### src/segment_allocator_fit_policy_top_assert.svh
// assertion macros for the segment allocator
`ifndef SEGMENT_ALLOCATOR_FIT_POLICY_TOP_ASSERT_SVH
`define SEGMENT_ALLOCATOR_FIT_POLICY_TOP_ASSERT_SVH

// same-cycle implication
`define SAFP_ASSERT_NOW(lbl, clk, rst_n, ante, cons, msg) \
    lbl: assert property (@(posedge clk) disable iff (!(rst_n)) (ante) |-> (cons)) \
        else $error(msg);

// next-cycle implication
`define SAFP_ASSERT_NEXT(lbl, clk, rst_n, ante, cons, msg) \
    lbl: assert property (@(posedge clk) disable iff (!(rst_n)) (ante) |=> (cons)) \
        else $error(msg);

`endif

### src/safp_pkg.sv
// shared types and constants for the segment allocator
package safp_pkg;

    localparam logic [15:0] RESET_TOTAL = 16'd1000;
    localparam int unsigned PADDR_W = 3;
    localparam logic REG_TOTAL_SIZE = 1'b0;

    localparam logic [1:0] ACT_INIT    = 2'd0;
    localparam logic [1:0] ACT_ALLOC   = 2'd1;
    localparam logic [1:0] ACT_RELEASE = 2'd2;

    localparam logic [1:0] POL_FIRST = 2'd0;
    localparam logic [1:0] POL_BEST  = 2'd1;
    localparam logic [1:0] POL_WORST = 2'd2;

    localparam logic [1:0] STAT_OK      = 2'd0;
    localparam logic [1:0] STAT_NOFIT   = 2'd1;
    localparam logic [1:0] STAT_FULL    = 2'd2;
    localparam logic [1:0] STAT_INVALID = 2'd3;

    typedef enum logic {
        ALU_ADD,
        ALU_SUB
    } t_alu_op;

    typedef enum logic [4:0] {
        S_BOOT,
        S_IDLE,
        S_RD,
        S_FIT,
        S_CMP,
        S_PICKED,
        S_SHR,
        S_SHW,
        S_SPLIT_HI,
        S_SPLIT_LO,
        S_FREE,
        S_NXT_CHK,
        S_DRP_RD,
        S_DRP_WR,
        S_PRV_RD,
        S_PRV_CHK,
        S_DONE
    } t_state;

endpackage

### src/safp_alu.sv
// shared add/subtract unit with borrow used for the segment size compares
module safp_alu
    import safp_pkg::*;
#(
    parameter int unsigned AW = 16
) (
    input  t_alu_op       i_op,
    input  logic [AW-1:0] i_a,
    input  logic [AW-1:0] i_b,
    output logic [AW-1:0] o_res,
    output logic          o_borrow
);

    logic          sub;
    logic [AW-1:0] b_eff;
    logic [AW:0]   sum;

    assign sub      = (i_op == ALU_SUB);
    assign b_eff    = sub ? ~i_b : i_b;
    assign sum      = {1'b0, i_a} + {1'b0, b_eff} + {{AW{1'b0}}, sub};
    assign o_res    = sum[AW-1:0];
    assign o_borrow = sub & ~sum[AW];

endmodule

### src/safp_table.sv
// segment table memory, one write port and one registered read port
module safp_table
    import safp_pkg::*;
#(
    parameter int unsigned NUM = 32,
    parameter int unsigned WW  = 40,
    localparam int unsigned IW = $clog2(NUM)
) (
    input  logic          i_clk,
    input  logic          i_we,
    input  logic [IW-1:0] i_waddr,
    input  logic [WW-1:0] i_wdata,
    input  logic [IW-1:0] i_raddr,
    output logic [WW-1:0] o_rdata
);

    logic [WW-1:0] r_mem [NUM];
    logic [WW-1:0] r_rdata;

    always_ff @(posedge i_clk) begin
        if (i_we) begin
            r_mem[i_waddr] <= i_wdata;
        end
        r_rdata <= r_mem[i_raddr];
    end

    assign o_rdata = r_rdata;

endmodule

### src/segment_allocator_fit_policy_top.sv
// segment allocator top: config register, request sequencer, result register
// one request at a time; ready only when the sequencer is idle
// init rewrites the table as one free segment; allocate/release scan the table one segment
// at a time, best/worst fit with an extra compare step, and splits or merges move table entries
// through the single table read port and the shared add/subtract unit
// synchronous reset; a boot pass then writes the initial free segment
`include "segment_allocator_fit_policy_top_assert.svh"
module segment_allocator_fit_policy_top
    import safp_pkg::*;
#(
    parameter int unsigned MAX_SEGMENTS = 32,
    parameter int unsigned ADDR_WIDTH   = 16,
    parameter int unsigned OWNER_WIDTH  = 8
) (
    input  logic                   i_clk,
    input  logic                   i_rst_n,
    input  logic                   i_in_valid,
    output logic                   o_in_ready,
    input  logic [1:0]             i_action,
    input  logic [1:0]             i_fit_policy,
    input  logic [ADDR_WIDTH-1:0]  i_request_size,
    input  logic [OWNER_WIDTH-1:0] i_owner_id,
    output logic                   o_out_valid,
    input  logic                   i_out_ready,
    output logic                   o_success,
    output logic [1:0]             o_status,
    input  logic                   psel,
    input  logic                   penable,
    input  logic                   pwrite,
    input  logic [PADDR_W-1:0]     paddr,
    input  logic [31:0]            pwdata,
    output logic [31:0]            prdata,
    output logic                   pready
);

    localparam int unsigned AW = ADDR_WIDTH;
    localparam int unsigned OW = OWNER_WIDTH;
    localparam int unsigned WW = 2 * AW + OW;
    localparam int unsigned IW = $clog2(MAX_SEGMENTS);
    localparam int unsigned CW = $clog2(MAX_SEGMENTS + 1);

    t_state         r_state, n_state;
    logic [15:0]    r_total_size;
    logic [CW-1:0]  r_count, n_count;
    logic [CW-1:0]  r_k, n_k;
    logic [CW-1:0]  r_t, n_t;
    logic [1:0]     r_action, n_action;
    logic [1:0]     r_policy, n_policy;
    logic [AW-1:0]  r_size, n_size;
    logic [OW-1:0]  r_owner, n_owner;
    logic           r_found, n_found;
    logic [IW-1:0]  r_pick, n_pick;
    logic [AW-1:0]  r_pick_start, n_pick_start;
    logic [AW-1:0]  r_pick_len, n_pick_len;
    logic [AW-1:0]  r_pick_rem, n_pick_rem;
    logic [AW-1:0]  r_fit_rem, n_fit_rem;
    logic [1:0]     r_status, n_status;
    logic           r_phase, n_phase;
    logic           r_out_valid, n_out_valid;
    logic           r_out_success, n_out_success;
    logic [1:0]     r_out_status, n_out_status;

    logic           we;
    logic [IW-1:0]  waddr;
    logic [WW-1:0]  wdata;
    logic [IW-1:0]  rd_addr;
    logic [WW-1:0]  rd_word;
    logic [AW-1:0]  rd_start;
    logic [AW-1:0]  rd_len;
    logic [OW-1:0]  rd_owner;
    t_alu_op        alu_op;
    logic [AW-1:0]  alu_a;
    logic [AW-1:0]  alu_b;
    logic [AW-1:0]  alu_res;
    logic           alu_borrow;
    logic [CW-1:0]  t_m1;
    logic [CW-1:0]  t_p1;
    logic [IW-1:0]  pick_p1;
    logic [IW-1:0]  pick_m1;
    logic           in_accept;
    logic           multi_pass;
    logic           count_ok;
    logic           no_load;

    safp_table #(
        .NUM (MAX_SEGMENTS),
        .WW  (WW)
    ) u_table (
        .i_clk   (i_clk),
        .i_we    (we),
        .i_waddr (waddr),
        .i_wdata (wdata),
        .i_raddr (rd_addr),
        .o_rdata (rd_word)
    );

    safp_alu #(
        .AW (AW)
    ) u_alu (
        .i_op     (alu_op),
        .i_a      (alu_a),
        .i_b      (alu_b),
        .o_res    (alu_res),
        .o_borrow (alu_borrow)
    );

    assign rd_start = rd_word[WW-1 -: AW];
    assign rd_len   = rd_word[AW+OW-1 -: AW];
    assign rd_owner = rd_word[OW-1:0];

    assign t_m1       = r_t - CW'(1);
    assign t_p1       = r_t + CW'(1);
    assign pick_p1    = r_pick + IW'(1);
    assign pick_m1    = r_pick - IW'(1);
    assign in_accept  = i_in_valid & o_in_ready;
    assign multi_pass = (r_policy == POL_BEST) || (r_policy == POL_WORST);

    assign o_in_ready  = (r_state == S_IDLE);
    assign o_out_valid = r_out_valid;
    assign o_success   = r_out_success;
    assign o_status    = r_out_status;
    assign pready      = 1'b1;
    assign prdata      = (paddr[2] == REG_TOTAL_SIZE) ? {16'd0, r_total_size} : 32'd0;

    // config register
    always_ff @(posedge i_clk) begin
        if (!i_rst_n) begin
            r_total_size <= RESET_TOTAL;
        end else if (psel && penable && pwrite && pready && (paddr[2] == REG_TOTAL_SIZE)) begin
            r_total_size <= pwdata[15:0];
        end
    end

    always_ff @(posedge i_clk) begin
        if (!i_rst_n) begin
            r_state     <= S_BOOT;
            r_count     <= CW'(1);
            r_found     <= 1'b0;
            r_phase     <= 1'b0;
            r_out_valid <= 1'b0;
        end else begin
            r_state     <= n_state;
            r_count     <= n_count;
            r_found     <= n_found;
            r_phase     <= n_phase;
            r_out_valid <= n_out_valid;
        end
    end

    always_ff @(posedge i_clk) begin
        r_k           <= n_k;
        r_t           <= n_t;
        r_action      <= n_action;
        r_policy      <= n_policy;
        r_size        <= n_size;
        r_owner       <= n_owner;
        r_pick        <= n_pick;
        r_pick_start  <= n_pick_start;
        r_pick_len    <= n_pick_len;
        r_pick_rem    <= n_pick_rem;
        r_fit_rem     <= n_fit_rem;
        r_status      <= n_status;
        r_out_success <= n_out_success;
        r_out_status  <= n_out_status;
    end

    always_comb begin
        n_state       = r_state;
        n_count       = r_count;
        n_k           = r_k;
        n_t           = r_t;
        n_action      = r_action;
        n_policy      = r_policy;
        n_size        = r_size;
        n_owner       = r_owner;
        n_found       = r_found;
        n_pick        = r_pick;
        n_pick_start  = r_pick_start;
        n_pick_len    = r_pick_len;
        n_pick_rem    = r_pick_rem;
        n_fit_rem     = r_fit_rem;
        n_status      = r_status;
        n_phase       = r_phase;
        n_out_valid   = r_out_valid;
        n_out_success = r_out_success;
        n_out_status  = r_out_status;
        we            = 1'b0;
        waddr         = '0;
        wdata         = '0;
        rd_addr       = r_k[IW-1:0];
        alu_op        = ALU_SUB;
        alu_a         = rd_len;
        alu_b         = r_size;

        if (r_out_valid && i_out_ready) begin
            n_out_valid = 1'b0;
        end

        unique case (r_state)
            S_BOOT: begin
                we      = 1'b1;
                wdata   = {{AW{1'b0}}, AW'(RESET_TOTAL), {OW{1'b0}}};
                n_count = CW'(1);
                n_state = S_IDLE;
            end
            S_IDLE: begin
                if (in_accept) begin
                    n_action = i_action;
                    n_policy = i_fit_policy;
                    n_size   = i_request_size;
                    n_owner  = i_owner_id;
                    n_k      = '0;
                    n_found  = 1'b0;
                    n_state  = S_DONE;
                    unique case (i_action)
                        ACT_INIT: begin
                            we       = 1'b1;
                            wdata    = {{AW{1'b0}}, AW'(r_total_size), {OW{1'b0}}};
                            n_count  = CW'(1);
                            n_status = STAT_OK;
                        end
                        ACT_ALLOC: begin
                            if (i_owner_id == '0) begin
                                n_status = STAT_INVALID;
                            end else if (i_request_size == '0) begin
                                n_status = STAT_NOFIT;
                            end else begin
                                n_state = S_RD;
                            end
                        end
                        ACT_RELEASE: begin
                            if (i_owner_id == '0) begin
                                n_status = STAT_INVALID;
                            end else begin
                                n_state = S_RD;
                            end
                        end
                        default: begin
                            n_status = STAT_INVALID;
                        end
                    endcase
                end
            end
            S_RD: begin
                n_state = (r_k >= r_count) ? S_PICKED : S_FIT;
            end
            S_FIT: begin
                n_fit_rem = alu_res;
                if (r_action == ACT_RELEASE) begin
                    if (rd_owner == r_owner) begin
                        n_found      = 1'b1;
                        n_pick       = r_k[IW-1:0];
                        n_pick_start = rd_start;
                        n_pick_len   = rd_len;
                        n_state      = S_PICKED;
                    end else begin
                        n_k     = r_k + CW'(1);
                        n_state = S_RD;
                    end
                end else if ((rd_owner != '0) || alu_borrow) begin
                    n_k     = r_k + CW'(1);
                    n_state = S_RD;
                end else if (!r_found) begin
                    n_found      = 1'b1;
                    n_pick       = r_k[IW-1:0];
                    n_pick_start = rd_start;
                    n_pick_len   = rd_len;
                    n_pick_rem   = alu_res;
                    if (multi_pass) begin
                        n_k     = r_k + CW'(1);
                        n_state = S_RD;
                    end else begin
                        n_state = S_PICKED;
                    end
                end else begin
                    n_state = S_CMP;
                end
            end
            S_CMP: begin
                if (r_policy == POL_BEST) begin
                    alu_a = rd_len;
                    alu_b = r_pick_len;
                end else begin
                    alu_a = r_pick_len;
                    alu_b = rd_len;
                end
                if (alu_borrow) begin
                    n_pick       = r_k[IW-1:0];
                    n_pick_start = rd_start;
                    n_pick_len   = rd_len;
                    n_pick_rem   = r_fit_rem;
                end
                n_k     = r_k + CW'(1);
                n_state = S_RD;
            end
            S_PICKED: begin
                n_state = S_DONE;
                if (!r_found) begin
                    n_status = (r_action == ACT_RELEASE) ? STAT_INVALID : STAT_NOFIT;
                end else if (r_action == ACT_RELEASE) begin
                    n_state = S_FREE;
                end else if (r_pick_rem == '0) begin
                    we       = 1'b1;
                    waddr    = r_pick;
                    wdata    = {r_pick_start, r_pick_len, r_owner};
                    n_status = STAT_OK;
                end else if (r_count == CW'(MAX_SEGMENTS)) begin
                    n_status = STAT_FULL;
                end else begin
                    n_t     = r_count;
                    n_state = S_SHR;
                end
            end
            S_SHR: begin
                rd_addr = t_m1[IW-1:0];
                if (r_t > (CW'(r_pick) + CW'(1))) begin
                    n_state = S_SHW;
                end else begin
                    n_state = S_SPLIT_HI;
                end
            end
            S_SHW: begin
                rd_addr = t_m1[IW-1:0];
                we      = 1'b1;
                waddr   = r_t[IW-1:0];
                wdata   = rd_word;
                n_t     = t_m1;
                n_state = S_SHR;
            end
            S_SPLIT_HI: begin
                alu_op  = ALU_ADD;
                alu_a   = r_pick_start;
                alu_b   = r_size;
                we      = 1'b1;
                waddr   = pick_p1;
                wdata   = {alu_res, r_pick_rem, {OW{1'b0}}};
                n_state = S_SPLIT_LO;
            end
            S_SPLIT_LO: begin
                we       = 1'b1;
                waddr    = r_pick;
                wdata    = {r_pick_start, r_size, r_owner};
                n_count  = r_count + CW'(1);
                n_status = STAT_OK;
                n_state  = S_DONE;
            end
            S_FREE: begin
                we      = 1'b1;
                waddr   = r_pick;
                wdata   = {r_pick_start, r_pick_len, {OW{1'b0}}};
                rd_addr = pick_p1;
                if ((CW'(r_pick) + CW'(1)) < r_count) begin
                    n_state = S_NXT_CHK;
                end else begin
                    n_state = S_PRV_RD;
                end
            end
            S_NXT_CHK: begin
                rd_addr = pick_p1;
                alu_op  = ALU_ADD;
                alu_a   = r_pick_len;
                alu_b   = rd_len;
                if (rd_owner == '0) begin
                    we         = 1'b1;
                    waddr      = r_pick;
                    wdata      = {r_pick_start, alu_res, {OW{1'b0}}};
                    n_pick_len = alu_res;
                    n_t        = CW'(r_pick) + CW'(1);
                    n_phase    = 1'b0;
                    n_state    = S_DRP_RD;
                end else begin
                    n_state = S_PRV_RD;
                end
            end
            S_DRP_RD: begin
                rd_addr = t_p1[IW-1:0];
                if (t_p1 < r_count) begin
                    n_state = S_DRP_WR;
                end else begin
                    n_count = r_count - CW'(1);
                    if (r_phase) begin
                        n_status = STAT_OK;
                        n_state  = S_DONE;
                    end else begin
                        n_state = S_PRV_RD;
                    end
                end
            end
            S_DRP_WR: begin
                rd_addr = t_p1[IW-1:0];
                we      = 1'b1;
                waddr   = r_t[IW-1:0];
                wdata   = rd_word;
                n_t     = t_p1;
                n_state = S_DRP_RD;
            end
            S_PRV_RD: begin
                rd_addr = pick_m1;
                if (r_pick != '0) begin
                    n_state = S_PRV_CHK;
                end else begin
                    n_status = STAT_OK;
                    n_state  = S_DONE;
                end
            end
            S_PRV_CHK: begin
                rd_addr = pick_m1;
                alu_op  = ALU_ADD;
                alu_a   = rd_len;
                alu_b   = r_pick_len;
                if (rd_owner == '0) begin
                    we      = 1'b1;
                    waddr   = pick_m1;
                    wdata   = {rd_start, alu_res, {OW{1'b0}}};
                    n_t     = CW'(r_pick);
                    n_phase = 1'b1;
                    n_state = S_DRP_RD;
                end else begin
                    n_status = STAT_OK;
                    n_state  = S_DONE;
                end
            end
            S_DONE: begin
                if (!r_out_valid || i_out_ready) begin
                    n_out_valid   = 1'b1;
                    n_out_success = (r_status == STAT_OK);
                    n_out_status  = r_status;
                    n_state       = S_IDLE;
                end
            end
            default: begin
                n_state = S_IDLE;
            end
        endcase
    end

    assign count_ok = (r_count != '0) && (r_count <= CW'(MAX_SEGMENTS));
    assign no_load  = !r_out_valid && (r_state != S_DONE);

    `SAFP_ASSERT_NOW(a_count_range, i_clk, i_rst_n, 1'b1, count_ok, "segment count out of range")
    `SAFP_ASSERT_NEXT(a_busy, i_clk, i_rst_n, in_accept, !o_in_ready, "ready after accept")
    `SAFP_ASSERT_NEXT(a_load_in_done, i_clk, i_rst_n, no_load, !r_out_valid, "result outside done")

endmodule
### config.mk
export PLATFORM = sky130hd
export DESIGN_NAME = segment_allocator_fit_policy_top
export DESIGN_NICKNAME = d
export VERILOG_FILES = /design/src/safp_pkg.sv /design/src/safp_alu.sv /design/src/safp_table.sv /design/src/segment_allocator_fit_policy_top.sv
export VERILOG_INCLUDE_DIRS = /design/src /design/src/src
export SDC_FILE = /design/constraint.sdc
export NUM_CORES = 2
export LEC_CHECK = 0
export BUFFER_PORTS_ARGS = -buffer_cell sky130_fd_sc_hd__buf_2
export CORE_ASPECT_RATIO = 0.7
export CORE_UTILIZATION = 40
export CTS_CLUSTER_DIAMETER = 60
export DETAILED_ROUTE_END_ITERATION = 10
export HOLD_SLACK_MARGIN = 0.08
export SETUP_SLACK_MARGIN = 0.2
export SYNTH_ARGS = -nofsm -noshare
export SYNTH_HDL_FRONTEND = slang
export SYNTH_SLANG_ARGS = --single-unit
export TNS_END_PERCENT = 5
### constraint.sdc
create_clock -name i_clk -period 11.1 [get_ports i_clk]
set_clock_uncertainty 0.2 [all_clocks]
set_input_delay 2.22 -clock i_clk [delete_from_list [all_inputs] [get_ports i_clk]]
set_output_delay 2.22 -clock i_clk [all_outputs]
set_load 0.05 [all_outputs]
# ---- After elaboration in Yosys (flattened, before gate mapping)
# Memories as Yosys holds them, arrays and structs flattened. A register that Yosys moved wholly into a read port is not among the register bits.
# Cells that the tools add are included.
dict set report word_totals {
  register_bits 144
  latchBits 0
  ram_bits 1280
  mem_bits_ro 0
  inputBits 70
  memories 1
}
# memory words word_bits rd rd_clocked_by_memory_dff write_ports line_no
set mem_list {}
lappend mem_list {u_table.r_mem 32 40 1 1 1 safp_table.sv:17} ;# logic [WW-1:0] r_mem [NUM];
dict set report classes {
  add_sub_neg 10
  multipliers 0
  n_div 0
  n_lt_le_gt_ge 4
  n_eq_ne 50
  n_shift 0
  n_mux 123
  n_bitwise 5
  reduce_logical 46
}
# operator count
set ops {}
lappend ops {{40-bit case mux with 9 select lines} 1}
lappend ops {{16-bit two-way mux} 19}
lappend ops {{40-bit two-way mux} 5}
lappend ops {{16-bit case mux with 3 select lines} 3}
lappend ops {{5-bit two-way mux} 26}
lappend ops {{6-bit two-way mux} 15}
lappend ops {{5-bit case mux with 16 select lines} 1}
lappend ops {{16-bit case mux with 2 select lines} 2}
lappend ops {{24-bit two-way mux} 2}
lappend ops {{5-bit by 4-bit == test with 1-bit output, second input constant} 8}
lappend ops {{16-bit zero test} 2}
lappend ops {{2-bit != test, second input constant} 15}
lappend ops {{5-bit case mux with 6 select lines} 1}
lappend ops {{6-bit case mux with 5 select lines} 1}
lappend ops {{2-bit two-way mux} 14}
lappend ops {{6-bit case mux with 4 select lines} 1}
lappend ops {{5-bit by 3-bit == test with 1-bit output, second input constant} 4}
lappend ops {{5-bit case mux with 2 select lines} 2}
lappend ops {{5-bit case mux with 4 select lines} 1}
lappend ops {{6-bit by 1-bit adder with 6-bit output, second input constant} 3}
lappend ops {{1-bit two-way mux} 18}
lappend ops {{3-bit != test, second input constant} 6}
lappend ops {{6-bit case mux with 3 select lines} 1}
lappend ops {{16-bit by 16-bit adder with 17-bit output} 1}
lappend ops {{other kinds (48)} 86}

# ---- Logic depth before layout (Yosys ltp)
dict set report logic_depth {
  word_depth 13
  mapped_depth 19
  mapped_depth_nobuf 16
}

# ---- Cells and area by module
# Synthesis repeated with hierarchy kept, for this count alone.
dict set report hier_totals {
  cells_unflattened 3945
  area_unflattened_um2 60822.1
}
# module n_inst cells_per_inst area_per_inst_um2
set by_module_without_submodules {}
lappend by_module_without_submodules {safp_table 1 2813 50564.7}
lappend by_module_without_submodules {segment_allocator_fit_policy_top 1 1016 9327.7}
lappend by_module_without_submodules {safp_alu 1 116 929.6}

# ---- Worst setup path before layout
# No wires, ideal clock.
dict set report synth_path {
  path_kind {input to register}
  from {input port i_action[0]}
  to {memory u_table.r_mem[20][0] (enable)}
  setup_time_ns 0.487
  arrival_time_ns 6.132
  t_required_ns 10.413
  slack_ns 4.281
  path_stages 8
  path_buffers 1
  path_cell_list {inv_1 ha_1 and3_1 buf_2 nor3_1 a221oi_1 nand2_1 nor3_1}
}
dict set report synth_via {
  elab_chain_cells 6
}
# item line_no
set synth_rtl {}
lappend synth_rtl {{start: declaration} segment_allocator_fit_policy_top.sv:19} ;# input logic [1:0] i_action,
lappend synth_rtl {{2-bit zero test} segment_allocator_fit_policy_top.sv:215} ;# unique case (i_action)
lappend synth_rtl {{1-bit two-way mux} segment_allocator_fit_policy_top.sv:215}
lappend synth_rtl {{1-bit two-way mux} segment_allocator_fit_policy_top.sv:207} ;# if (in_accept) begin
lappend synth_rtl {{1-bit case mux with 4 select lines} segment_allocator_fit_policy_top.sv:199} ;# unique case (r_state)
lappend synth_rtl {{1-bit two-way mux} safp_table.sv:21} ;# if (i_we) begin
lappend synth_rtl {{1-bit two-way mux (not written as such)} safp_table.sv:22} ;# r_mem[i_waddr] <= i_wdata;
lappend synth_rtl {{end: declaration} safp_table.sv:17}
# No other way between the ends.

# ---- Final worst setup path
dict set report layout_path {
  from {register r_state[1]}
  to {memory u_table.r_mem[9][20], data pin}
}
dict set report layout_via {
  elab_chain_cells 8
  word_cells_on_any_way 25
}
# item line_no
set layout_rtl {}
lappend layout_rtl {{start: declaration} segment_allocator_fit_policy_top.sv:42} ;# t_state r_state, n_state;
lappend layout_rtl {{start signal: assignment} segment_allocator_fit_policy_top.sv:142} ;# r_state <= n_state;
lappend layout_rtl {{5-bit by 4-bit == test with 1-bit output or 5-bit by 3-bit == test with 1-bit output (tied branches)} segment_allocator_fit_policy_top.sv:199}
lappend layout_rtl {{16-bit case mux with 3 select lines} segment_allocator_fit_policy_top.sv:199}
lappend layout_rtl {{16-bit inverter} safp_alu.sv:19} ;# assign b_eff = sub ? ~i_b : i_b;
lappend layout_rtl {{16-bit two-way mux} safp_alu.sv:19}
lappend layout_rtl {{16-bit by 16-bit adder with 17-bit output} safp_alu.sv:20} ;# assign sum = {1'b0, i_a} + {1'b0, b_eff} + {{AW{1'b0}}, sub};
lappend layout_rtl {{17-bit by 1-bit adder with 17-bit output *} safp_alu.sv:20}
lappend layout_rtl {{net alu_res[12]} segment_allocator_fit_policy_top.sv:74} ;# logic [AW-1:0] alu_res;
lappend layout_rtl {{40-bit two-way mux (on tied branches)} {segment_allocator_fit_policy_top.sv:411, segment_allocator_fit_policy_top.sv:363}}
lappend layout_rtl {{40-bit case mux with 9 select lines *} segment_allocator_fit_policy_top.sv:199}
lappend layout_rtl {{net u_table.i_wdata[20]} safp_table.sv:12} ;# input logic [WW-1:0] i_wdata,
# The timed path passes the listed nets; every way through them passes the cells marked *.

==> flow_metrics.tcl <==
set metrics [dict create \
    slowest_stage "a221o_1" \
    dr.pass1.iters 8 \
    final_nets 4493 \
    hold_slack_ns 0.225 \
    synth_top_area_share_pct 69.1 \
    dpl.hpwl_um 95400 \
    irDropWorstVdd_v 0.000159 \
    hold_class "register to register" \
    yosys-top-cells-area "edfxtp_1 (69%), a21oi_1 (3.8%), a221oi_1 (3.7%), nand2_1 (3.2%), mux2i_1 (2.8%)" \
    rows 119 \
    design_area_um2 67500 \
    cts_resized 0 \
    synth_ff_type "edfxtp_1" \
    vias 39384 \
    synth-edff-count 1394 \
    power.total_mw 11.2 \
    cap_violations 0 \
    crit_path_max_fanout 33 \
    cts_buffers 134 \
    viasPerCell 6.08 \
    power_density_nw_per_um2 166 \
    rsz0062_at_grt "false" \
    setup_violations 0 \
    maxSlewHeadroom_pct 11.4 \
    met2_usage_pct 31.9 \
    syn-instance-count 4376 \
    use_met3_pct 6.05 \
    leakage_nw 22.6 \
    layout-drive-gt1-share_pct 10.1 \
    slowest_delay_ns 1.00 \
    chipWidth_um 467 \
    clock-root-buffer "clkbuf_16" \
    fmaxAchievable_mhz 148 \
    fin_setup_tns_ns 0 \
    avgSynthCellArea_um2 13.8 \
    ys_warn_count 0 \
    synth_area_um2 60500 \
    grt_pass1_vias 35807 \
    status "completed" \
    io_pins 108 \
    dieArea_um2 153000 \
    post_dp_cell_area_um2 63200 \
    max_slew.worst_pin.slew_ns 1.33 \
    wire_per_inst_um 27.8 \
    ys_ff_latch 1464 \
    floorplan.die.height_um 328 \
    worst_setup_path_start_kind "register" \
    drt_iter0_drc 6181 \
    fin_crit_ns 6.75 \
    synthToLayoutAreaGrowth_pct 11.5 \
    cp.arrival_ns 6.94 \
    port-buffer-count 72 \
    hold_violations 0 \
    totalWireLength_um 180000 \
    cts_hold_buf 0 \
    use_met1_pct 34.8 \
    path_clk_slew_ns 0.06 \
    antenna_found_initial 2 \
    drc 0 \
    top_usage_layer "met1" \
    maxSlewViolCount 0 \
    clk_latency_ns 0.77 \
    ys_seq_area_share_pct 71.5 \
    critical_path.most_common_cell "nor2b_1" \
    cp_num_buf_inv 1 \
    grt_pass1_wl_um 255000 \
    postCtsSetupBuffers 0 \
    ys_async_sr_fraction_pct 0 \
    ctsLongestPathBuffers 3 \
    ant_nets 0 \
    htreeDepth 4 \
    place.gp.congestion 0.908 \
    grt_max_degree 187 \
    grt_usage_pct 23.0 \
    synth_area_leader_cell "edfxtp_1" \
    fin_crit_sh_pct 60.8 \
    synth.distinct_cells 92 \
    final_common_cell "edfxtp_1" \
    cp_top_family "compound AO/OA/AOI/OAI gates" \
    gr-total-overflow 0 \
    cp-end-kind "register" \
    layout_common_cells "edfxtp_1 (1,394), nand2_1 (524), a21oi_1 (456)" \
    path_cells "buf_4, nor2b_1, nand2_1, a32o_2, o31ai_1, fa_1, nor2b_1, o21ai_0, a21oi_1, o311ai_0, and2_1, xnor2_1, a221o_1" \
    core_area_um2 150000 \
    cts_tree "done" \
    cts.sinks 1464 \
    crit_required_ns 11.29 \
    initial_core_util_pct 40.3 \
    crit_type "register to register" \
]
[synthesized netlist by cell type, types with 32 or more instances]
cell         n
dfxtp_1     70
edfxtp_1  1394
o32ai_1     81
clkbuf_1   208
ha_1        50
buf_2       62
mux2i_1    168
xor2_1      32
o21ai_0    133
nand2_1    524
a21oi_1    456
nand4_1     48
nand3_1     44
nor2b_1     35
inv_1       63
a221oi_1   253
o21ai_1     76
a222oi_1    47
buf_4       34
nor2_1     255
[path summary, 6_finish.rpt]
kind,start,end,slack (ns),depth (start not counted)
hold reg to reg,u_table.o_rdata[24],r_pick_start[0],0.23,0
hold / removal,u_table.o_rdata[24],r_pick_start[0],0.23,0
setup / recovery,r_state[1],u_table.r_mem[9][20],4.35,13
setup reg to reg,r_state[1],u_table.r_mem[9][20],4.35,13
[metal layers]
layer | up-vias | routed length, um
met2 | 2148 | 75500
met3 | 243 | 20000
met5 | - | 0
met4 | 0 | 4910
met1 | 19951 | 79800
li1 | 17042 | -
[stage by stage]
| step | setup slack [ns] | util [%] | cells |
|---|---|---|---|
| after global routing | 4.00 | 44.9 | 6474 |
| after CTS | 4.54 | 44.9 | 6473 |
| after global placement | 4.72 | 42.1 | 6231 |
| final | 4.35 | 44.9 | 6476 |
| after floorplan | 4.28 | - | 4391 |
| after detailed placement | 4.58 | 42.1 | 6231 |
[power breakdown]
| part | leakage (nW) | switching, mW | internal [mW] | total [mW] |
|---|---|---|---|---|
| combinational | 7.29 | 0.377 | 0.159 | 0.536 |
| sequential | 13.2 | 0.0338 | 6.03 | 6.06 |
| clock | 2.08 | 2.07 | 2.55 | 4.62 |
| total | 22.6 | 2.48 | 8.74 | 11.2 |
[sequential cells by signal, indices dropped and copies added, names as in the netlist]
name             cells
o_out_valid          1
r_pick_rem          16
o_success            1
u_table.o_rdata     40
o_status             2
r_state              5
r_found              1
r_count              6
r_pick               5
r_phase              1
r_pick_len          16
r_total_size        16
r_pick_start        16
u_table.r_mem     1280
r_policy             2
r_owner              8
r_action             2
r_size              16
r_k                  6
r_fit_rem           16
r_t                  6
r_status             2
[kinds of logic (layout without fill, tap and decap cells)]
| group | count (synthesis) | after routing | synth area share, % |
|---|---|---|---|
| AO/OA/AOI/OAI | 1207 | 1207 | 13.4 |
| flip-flops | 1464 | 1464 | 71.5 |
| multiplexers | 182 | 182 | 3.04 |
| other | 2 | 20 | 0.0124 |
| adder cells (fa/ha/maj) | 53 | 53 | 1.12 |
| XOR/XNOR | 54 | 54 | 0.781 |
| buffers and inverters | 388 | 474 | 2.82 |
| AND/OR/NAND/NOR | 1026 | 1026 | 7.41 |
[cell type report]
class                      count  area (um^2)
fill                       13296        82900
sequential                  1464        43300
clock buffer                 184         3690
antenna                        3         7.51
tap                         1996         2500
timing repair buffer         168         1180
inverter                      64          240
clock inverter                58          574
multi-input combinational   2539        16100
Note: power is estimated with default switching activity, not from simulation.
